===== config.mk =====
export PLATFORM = sky130hd
export DESIGN_NAME = top_k_min_heap_select
export DESIGN_NICKNAME = d
export VERILOG_FILES = /design/src/hdl/tkh_pkg.sv /design/src/hdl/tkh_ram.sv /design/src/hdl/top_k_min_heap_select.sv
export SDC_FILE = /design/constraint.sdc
export NUM_CORES = 2
export LEC_CHECK = 0
export CAP_MARGIN = 5
export CORE_ASPECT_RATIO = 1.25
export CORE_MARGIN = 5
export CORE_UTILIZATION = 45
export CTS_BUF_LIST = sky130_fd_sc_hd__clkbuf_4 sky130_fd_sc_hd__clkbuf_8
export DETAILED_ROUTE_END_ITERATION = 16
export DONT_BUFFER_PORTS = 1
export PLACE_DENSITY = 0.57
export SETUP_SLACK_MARGIN = 0.15
export SYNTH_ARGS = -nofsm -noshare
export SYNTH_HDL_FRONTEND = slang
export SYNTH_SLANG_ARGS = --single-unit

===== constraint.sdc =====
create_clock -name clk -period 8.4 [get_ports clk]
set_input_delay 0.84 -clock clk [delete_from_list [all_inputs] [get_ports clk]]
set_output_delay 0.84 -clock clk [all_outputs]
set_load 0.05 [all_outputs]

===== src/hdl/tkh_pkg.sv =====
// shared types, constants and score compare for the top-k heap selector
`default_nettype none

package tkh_pkg;

  localparam int KEEP_W = 4;
  localparam logic [KEEP_W-1:0] KEEP_RESET = 4'd3;

  typedef logic signed [31:0] score_t;
  typedef logic [30:0] id_t;

  typedef struct packed {
    score_t score;
    id_t    item_id;
    logic   set_end;
  } in_item_t;

  typedef struct packed {
    score_t kept_score;
    id_t    kept_id;
    logic   final_entry;
  } out_item_t;

  typedef struct packed {
    score_t score;
    id_t    id;
  } entry_t;

  // full signed compare of two scores
  function automatic logic score_less(input score_t a, input score_t b);
    score_less = (a < b);
  endfunction

endpackage

`default_nettype wire


===== src/hdl/tkh_ram.sv =====
// heap entry store: one write port, two registered read ports
`default_nettype none

module tkh_ram
  import tkh_pkg::*;
#(
  parameter int DEPTH = 8,
  parameter int AW = 3
) (
  input  wire logic          clk,
  input  wire logic          wr_en,
  input  wire logic [AW-1:0] wr_addr,
  input  wire entry_t        wr_data,
  input  wire logic [AW-1:0] rd_addr_a,
  input  wire logic [AW-1:0] rd_addr_b,
  output entry_t             rd_data_a,
  output entry_t             rd_data_b
);

  entry_t mem [DEPTH];

  always_ff @(posedge clk) begin
    if (wr_en) begin
      mem[wr_addr] <= wr_data;
    end
    rd_data_a <= mem[rd_addr_a];
    rd_data_b <= mem[rd_addr_b];
  end

endmodule

`default_nettype wire


===== src/hdl/top_k_min_heap_select.sv =====
// top level of the top-k selector: min-heap sequencer around the entry store
//
//  channel      dir  handshake                 payload
//  in           in   in_valid / in_ready       in_data  (score, item_id, set_end)
//  out          out  out_valid / out_ready     out_data (kept_score, kept_id, final_entry)
//  keep_count   in   keep_count_we             keep_count (4 bits)
//
//  operation: one item at a time; each heap level is a read, then a compare and
//    write, in the store; an append sifts up from the end; an item no larger
//    than the root is dropped; a replacement removes the root, sifts the last
//    entry down from the root, then appends the item and sifts it up
//  set end: after the item, the kept entries go out one beat at a time, held while out stalls
//  reset: synchronous, clears the fill count, the output valid and keep_count to 3
//  stalls: in_ready is high only between items; a last beat waiting in the output
//    register does not hold off the next input beat
`default_nettype none

module top_k_min_heap_select
  import tkh_pkg::*;
#(
  parameter int CAPACITY = 8
) (
  input  wire logic              clk,
  input  wire logic              rst,
  input  wire logic              in_valid,
  output logic                   in_ready,
  input  wire in_item_t          in_data,
  output logic                   out_valid,
  input  wire logic              out_ready,
  output out_item_t              out_data,
  input  wire logic              keep_count_we,
  input  wire logic [KEEP_W-1:0] keep_count
);

  localparam int AW = (CAPACITY > 1) ? $clog2(CAPACITY) : 1;
  localparam int CNT_W = $clog2(CAPACITY + 1);
  localparam int CW = AW + 2;

  typedef enum logic [3:0] {
    IDLE,
    CHK,
    SD_RD,
    SD_CMP,
    APPEND,
    SU_RD,
    SU_CMP,
    EMIT_RD,
    EMIT_LD
  } state_t;

  state_t            state;
  logic [KEEP_W-1:0] keep_k;
  logic [CNT_W-1:0]  fill;
  logic [AW-1:0]     pos;
  logic [AW-1:0]     emit_idx;
  entry_t            mov;      // entry being sifted, held out of the store
  in_item_t          item;     // beat under work

  logic [CNT_W-1:0]  k_eff;
  logic [CW-1:0]     lc;
  logic [CW-1:0]     rc;
  logic              lc_ok;
  logic              rc_ok;
  logic [AW-1:0]     par;
  logic              take_l;
  logic              take_r;
  logic              emit_last;
  state_t            done_state;

  logic              wr_en;
  logic [AW-1:0]     wr_addr;
  entry_t            wr_data;
  logic [AW-1:0]     rd_addr_a;
  logic [AW-1:0]     rd_addr_b;
  entry_t            rd_a;
  entry_t            rd_b;

  tkh_ram #(
    .DEPTH (CAPACITY),
    .AW    (AW)
  ) u_ram (
    .clk       (clk),
    .wr_en     (wr_en),
    .wr_addr   (wr_addr),
    .wr_data   (wr_data),
    .rd_addr_a (rd_addr_a),
    .rd_addr_b (rd_addr_b),
    .rd_data_a (rd_a),
    .rd_data_b (rd_b)
  );

  // keep count clamped to 1..CAPACITY
  always_comb begin
    if (keep_k == '0) begin
      k_eff = CNT_W'(1);
    end else if (32'(keep_k) > CAPACITY) begin
      k_eff = CNT_W'(CAPACITY);
    end else begin
      k_eff = CNT_W'(keep_k);
    end
  end

  // heap index arithmetic around the current position
  assign lc    = {1'b0, pos, 1'b1};
  assign rc    = lc + CW'(1);
  assign lc_ok = lc < CW'(fill);
  assign rc_ok = rc < CW'(fill);
  assign par   = AW'((pos - AW'(1)) >> 1);

  // sift-down choice: strictly smaller child wins, left on a tie
  assign take_l = lc_ok && score_less(rd_a.score, mov.score);
  assign take_r = rc_ok && score_less(rd_b.score, take_l ? rd_a.score : mov.score);

  assign emit_last  = (CW'(emit_idx) + CW'(1)) == CW'(fill);
  assign done_state = item.set_end ? EMIT_RD : IDLE;
  assign in_ready   = (state == IDLE);

  // store access per state
  always_comb begin
    wr_en     = 1'b0;
    wr_addr   = pos;
    wr_data   = mov;
    rd_addr_a = '0;
    rd_addr_b = '0;
    unique case (state)
      IDLE: begin
        // root and last entry, ready for the replace check
        rd_addr_b = AW'(fill - CNT_W'(1));
      end
      CHK: begin
      end
      SD_RD: begin
        rd_addr_a = lc[AW-1:0];
        rd_addr_b = rc[AW-1:0];
        if (!lc_ok) begin
          wr_en = 1'b1;
        end
      end
      SD_CMP: begin
        wr_en = 1'b1;
        if (take_r) begin
          wr_data = rd_b;
        end else if (take_l) begin
          wr_data = rd_a;
        end
      end
      APPEND: begin
      end
      SU_RD: begin
        if (pos == '0) begin
          wr_en = 1'b1;
        end else begin
          rd_addr_a = par;
        end
      end
      SU_CMP: begin
        wr_en = 1'b1;
        if (score_less(mov.score, rd_a.score)) begin
          wr_data = rd_a;
        end
      end
      EMIT_RD, EMIT_LD: begin
        rd_addr_a = emit_idx;
      end
      default: begin
      end
    endcase
  end

  always_ff @(posedge clk) begin
    if (rst) begin
      state     <= IDLE;
      fill      <= '0;
      out_valid <= 1'b0;
      keep_k    <= KEEP_RESET;
    end else begin
      if (keep_count_we) begin
        keep_k <= keep_count;
      end
      // a beat leaving while the next one loads is handled in EMIT_LD
      if (out_valid && out_ready && state != EMIT_LD) begin
        out_valid <= 1'b0;
      end
      unique case (state)
        IDLE: begin
          emit_idx <= '0;
          if (in_valid) begin
            item <= in_data;
            if (fill < k_eff) begin
              // heap not full: append and sift up
              mov   <= '{score: in_data.score, id: in_data.item_id};
              pos   <= AW'(fill);
              fill  <= fill + CNT_W'(1);
              state <= SU_RD;
            end else begin
              state <= CHK;
            end
          end
        end
        CHK: begin
          if (score_less(rd_a.score, item.score)) begin
            // drop the root, last entry takes its place
            fill  <= fill - CNT_W'(1);
            mov   <= rd_b;
            pos   <= '0;
            state <= (fill == CNT_W'(1)) ? APPEND : SD_RD;
          end else begin
            state <= done_state;
          end
        end
        SD_RD: begin
          state <= lc_ok ? SD_CMP : APPEND;
        end
        SD_CMP: begin
          if (take_r) begin
            pos   <= rc[AW-1:0];
            state <= SD_RD;
          end else if (take_l) begin
            pos   <= lc[AW-1:0];
            state <= SD_RD;
          end else begin
            state <= APPEND;
          end
        end
        APPEND: begin
          mov   <= '{score: item.score, id: item.item_id};
          pos   <= AW'(fill);
          fill  <= fill + CNT_W'(1);
          state <= SU_RD;
        end
        SU_RD: begin
          state <= (pos == '0) ? done_state : SU_CMP;
        end
        SU_CMP: begin
          if (score_less(mov.score, rd_a.score)) begin
            pos   <= par;
            state <= SU_RD;
          end else begin
            state <= done_state;
          end
        end
        EMIT_RD: begin
          state <= EMIT_LD;
        end
        EMIT_LD: begin
          if (!out_valid || out_ready) begin
            out_valid <= 1'b1;
            out_data  <= '{kept_score: rd_a.score, kept_id: rd_a.id,
                           final_entry: emit_last};
            if (emit_last) begin
              fill  <= '0;
              state <= IDLE;
            end else begin
              emit_idx <= emit_idx + AW'(1);
              state    <= EMIT_RD;
            end
          end
        end
        default: begin
          state <= IDLE;
        end
      endcase
    end
  end

  // fill count never passes the store depth
  a_fill_range: assert property (@(posedge clk) disable iff (rst)
    32'(fill) <= CAPACITY)
    else $error("fill count beyond capacity");

  // every store write lands inside the live heap
  a_wr_live: assert property (@(posedge clk) disable iff (rst)
    wr_en |-> (CW'(wr_addr) < CW'(fill)))
    else $error("store write outside live entries");

  // emission reads only live entries
  a_emit_live: assert property (@(posedge clk) disable iff (rst)
    (state == EMIT_RD) |-> (CW'(emit_idx) < CW'(fill)))
    else $error("emission index beyond fill");

  // the final beat of a set empties the heap
  a_final_clears: assert property (@(posedge clk) disable iff (rst)
    (state == EMIT_LD && (!out_valid || out_ready) && emit_last)
      |=> (fill == '0 && out_valid && out_data.final_entry))
    else $error("final beat did not clear heap");

endmodule

`default_nettype wire

==> results summary <==
The flow ran to the end, and the final reports show no timing, DRC or antenna violations. The library cell appearing most often on the critical path is sky130_fd_sc_hd__o21ai_0. The via count of the first global-routing pass came to 26700. The post-synthesis async set-or-reset flop share is 0%. The floorplan step defined a die boundary enclosing 0.0929 mm^2. After detailed routing, the number of remaining DRC violations is 0. The count of flip-flops with a built-in enable after synthesis is 701.

The number of warning messages in the yosys log came out at 0. The classification of the worst-slack hold path is in2reg. The detailed placement HPWL came out at 65.3 mm.

The wire length of the first global-routing pass is 170 mm. The total clock sinks came out at 840. The total CTS buffers came out at 137. Of the total power, registers draw 37.1%. The maximum number of buffers from clock root to sink is 3. In this run the standard cell core region covers 0.0867 mm^2.

The internal portion of the total power is 0.0112 W. The count of state elements after synthesis came out at 840. The final count of hold timing violations is 0. For the finished layout, the period the worst path requires is 7730 ps. For the pin with the worst max-slew slack, the measured transition is 1260 ps. The switching portion of total power came out at 38.5%. The max-slew violation total from the final report is 0. The largest net degree at the start of global routing is 127. The clock tree from TritonCTS is built. The violation count after the first detailed-route iteration came out at 2515. For this design, the slowest cell found on the critical path is sky130_fd_sc_hd__buf_4.

The routed wirelength normalized by instance count came out at 26.1 um. The final total power is 0.0182 W. The final total negative setup slack is 0 ps. The post-synthesis area per instance is 12.4 um^2. Leaving out fill and tap cells, the most frequent cell in the layout is sky130_fd_sc_hd__nand2_1. At the worst endpoint, the arrival time is 8180 ps. Global routing used 24.5% of the available tracks across all layers. The number of detailed-routing iterations run before antenna repair came out at 5. The maximum frequency from static timing analysis came out at 129 MHz. In the layout the commonest cells are sky130_fd_sc_hd__nand2_1, sky130_fd_sc_hd__edfxtp_1, sky130_fd_sc_hd__nand3_1. The sum of buffers and inverters on the critical path came out at 3. The number of nets produced by synthesis is 3328. The latest clock arrival within the worst-skew pair came out at 800 ps. The total power density per cell area came out at 420 mW/mm^2. The analysis attributes to cell leakage a power of 15.7 nW. Of the total power, the clock network draws 21.3%. The die height is 340 um. The worst setup path category is reg2reg. The initial antenna violation count was 6.

In this run the core area contains 121 standard-cell rows. The final setup violation count came out at 0. Using the TritonRoute via totals, the vias-per-cell ratio works out to 5.97. The prevailing post-synth register cell is sky130_fd_sc_hd__edfxtp_1. The worst setup slack before clock tree synthesis is 801 ps. For this design the total switching power over the nets is 0.00700 W.

The worst slew margin relative to its limit is 16.2%. The synthesized netlist cell count is 3144. STA puts the critical path data required time at 8850 ps. The routed wire length came out at 116 mm. The combinational share of power came out at 41.6%. The sequential element share of the synthesized area is 60.9%. CTS placed an instance of sky130_fd_sc_hd__clkbuf_8 at the clock tree root. The routability congestion estimate came out at 0.851. In the finished design, the share of the clock period the worst path needs comes to 92.0%. The number of buffers added on ports came out at 0. The largest single stage delay on the critical path is 970 ps. The kind of cell with the highest combined delay on the critical path is compound AO/OA/AOI/OAI gates. The fraction of final layout cells with drive strength greater than 1 is 18.1%.

Compared with the post-synthesis result, the final layout area differs by 10.8%. The number of ports placed on the die boundary is 139. The global routing usage on met2 is 40.7%. Clock-pin slew was measured on the worst setup and hold paths at 70 ps. The worst setup path is captured at a flop. Setup repair after global routing left no endpoint under its margin.

The worst setup margin is 673 ps. The met3 usage in global routing is 6.21%. The initial cell density of the core came out at 45.1%. The worst setup path is launched from a flop.

The post-route clock skew is 39.5 ps. Walking the worst path, the cells encountered are inv_1 > ha_1 > a21oi_1 > o21ai_0 > a221oi_1 > o21ai_0 > a211oi_2 > o21a_2 > buf_4 > mux2i_1 > ha_1 > a2111oi_0 > o21ai_1 > a221o_1 > mux2_4 > a311oi_4 > buf_4 > o31ai_1 > o21ai_0. met2 is the most crowded layer.

The remaining global-route overflow came out at 0. The count of hold buffers inserted by post-cts repair is 0. The synthesized cell area came out at 0.0391 mm^2.

Max-cap violations in this run came to 0. Buffers added to address setup during post-CTS repair amount to 0. The post-layout net count came out at 3318.

The number of different library cells used by synthesis comes to 70. The floorplan die width came out at 274 um. VDD sags by at most 0.328 mV. The detailed router placed 26400 vias in this run. CTS built an H-tree with a depth of 4. The number of gates resized after cts came out at 0. The peak fanout along the critical path came out at 65. The final antenna-violating net count came out at 0. The met1 layer usage reported by global route came out at 31.6%.
## final cells by class
class                      count  area (um^2)
inverter                     174          653
clock buffer                 200         2490
antenna                        6         15.0
multi-input combinational   1934        14000
tap                         1168         1460
clock inverter                51          520
sequential                   840        23800
timing repair buffer          47          390
fill                        7491        43400
## sequential cells by signal (all words and copies together), names as in the netlist, 63 cells and up
register and count:
u_ram.rd_data_a 63, out_data 64, u_ram.rd_data_b 63, u_ram.mem 504
item 64, mov 63
## cell usage after synthesis, types with 4 or more instances
| cell | instances | area (um^2) |
|---|---|---|
| sky130_fd_sc_hd__a211oi_1 | 7 | 52.6 |
| sky130_fd_sc_hd__a211oi_2 | 4 | 50.1 |
| sky130_fd_sc_hd__a21o_1 | 15 | 113 |
| sky130_fd_sc_hd__a21oi_1 | 42 | 210 |
| sky130_fd_sc_hd__a22oi_1 | 64 | 480 |
| sky130_fd_sc_hd__a31oi_1 | 12 | 75.1 |
| sky130_fd_sc_hd__and2_1 | 4 | 25.0 |
| sky130_fd_sc_hd__and3_1 | 5 | 31.3 |
| sky130_fd_sc_hd__and4_1 | 5 | 43.8 |
| sky130_fd_sc_hd__buf_1 | 17 | 63.8 |
| sky130_fd_sc_hd__buf_2 | 10 | 50.1 |
| sky130_fd_sc_hd__buf_6 | 13 | 146 |
| sky130_fd_sc_hd__clkbuf_1 | 156 | 586 |
| sky130_fd_sc_hd__dfxtp_1 | 139 | 2780 |
| sky130_fd_sc_hd__edfxtp_1 | 701 | 21100 |
| sky130_fd_sc_hd__ha_1 | 111 | 1390 |
| sky130_fd_sc_hd__inv_1 | 171 | 642 |
| sky130_fd_sc_hd__mux2_2 | 65 | 732 |
| sky130_fd_sc_hd__mux2i_1 | 37 | 370 |
| sky130_fd_sc_hd__mux4_2 | 126 | 2840 |
| sky130_fd_sc_hd__nand2_1 | 740 | 2780 |
| sky130_fd_sc_hd__nand2b_1 | 10 | 62.6 |
| sky130_fd_sc_hd__nand3_1 | 328 | 1640 |
| sky130_fd_sc_hd__nand4_1 | 20 | 125 |
| sky130_fd_sc_hd__nor2_1 | 28 | 105 |
| sky130_fd_sc_hd__nor2b_1 | 7 | 43.8 |
| sky130_fd_sc_hd__nor3_1 | 12 | 60.1 |
| sky130_fd_sc_hd__o211ai_1 | 67 | 503 |
| sky130_fd_sc_hd__o21a_1 | 7 | 52.6 |
| sky130_fd_sc_hd__o21ai_0 | 86 | 430 |
| sky130_fd_sc_hd__o221ai_1 | 5 | 43.8 |
| sky130_fd_sc_hd__o221ai_2 | 60 | 901 |
| sky130_fd_sc_hd__o22ai_1 | 4 | 25.0 |
| sky130_fd_sc_hd__o31ai_1 | 4 | 30.0 |
| sky130_fd_sc_hd__or2_2 | 4 | 25.0 |
| sky130_fd_sc_hd__or3_1 | 4 | 25.0 |
## through the flow
step	cell area (um^2)	hold WS [ps]	cells	util [%]
2_1_floorplan	39100	408	3144	-
3_5_place_dp	40300	417	4163	46.5
3_3_place_gp	40300	419	4163	46.5
6_report	43300	110	4420	49.9
5_1_grt	43300	38.2	4415	49.9
4_1_cts	43300	30.5	4414	49.9
## final timing paths
| kind | from | to | slack (ps) | cells past startpoint |
|---|---|---|---|---|
| setup reg to reg | u_ram.rd_data_a[52] | u_ram.mem[6][31] | 670 | 19 |
| hold reg to reg | u_ram.rd_data_a[28] | out_data[29] | 430 | 0 |
| setup / recovery | u_ram.rd_data_a[52] | u_ram.mem[6][31] | 670 | 19 |
| hold / removal | rst | fill[2] | 110 | 1 |
## power groups by stage
| stage | clock, W | combinational, W | sequential, W |
|---|---|---|---|
| floorplan | 0 | 0.00539 | 0.00654 |
| CTS | 0.00396 | 0.00760 | 0.00673 |
| global placement | 0 | 0.00741 | 0.00678 |
| finish | 0.00388 | 0.00757 | 0.00675 |
| global route | 0.00414 | 0.00821 | 0.00683 |
| detailed placement | 0 | 0.00756 | 0.00681 |
## layer usage
metal | up-vias | wire length (um)
li1 | 11700 | -
met1 | 13300 | 46600
met2 | 1139 | 55900
met3 | 236 | 9780
met4 | 6 | 3210
met5 | - | 39
## cells by family after synthesis
| kind of cell | synth area share (%) |
|---|---|
| AND/OR/NAND/NOR | 13.0 |
| multiplexers | 10.1 |
| buffers and inverters | 3.83 |
| flip-flops | 60.9 |
| adder cells (fa/ha/maj) | 3.55 |
| XOR/XNOR | 0.112 |
| AO/OA/AOI/OAI | 8.47 |
Power figures use the tool's default switching activity.
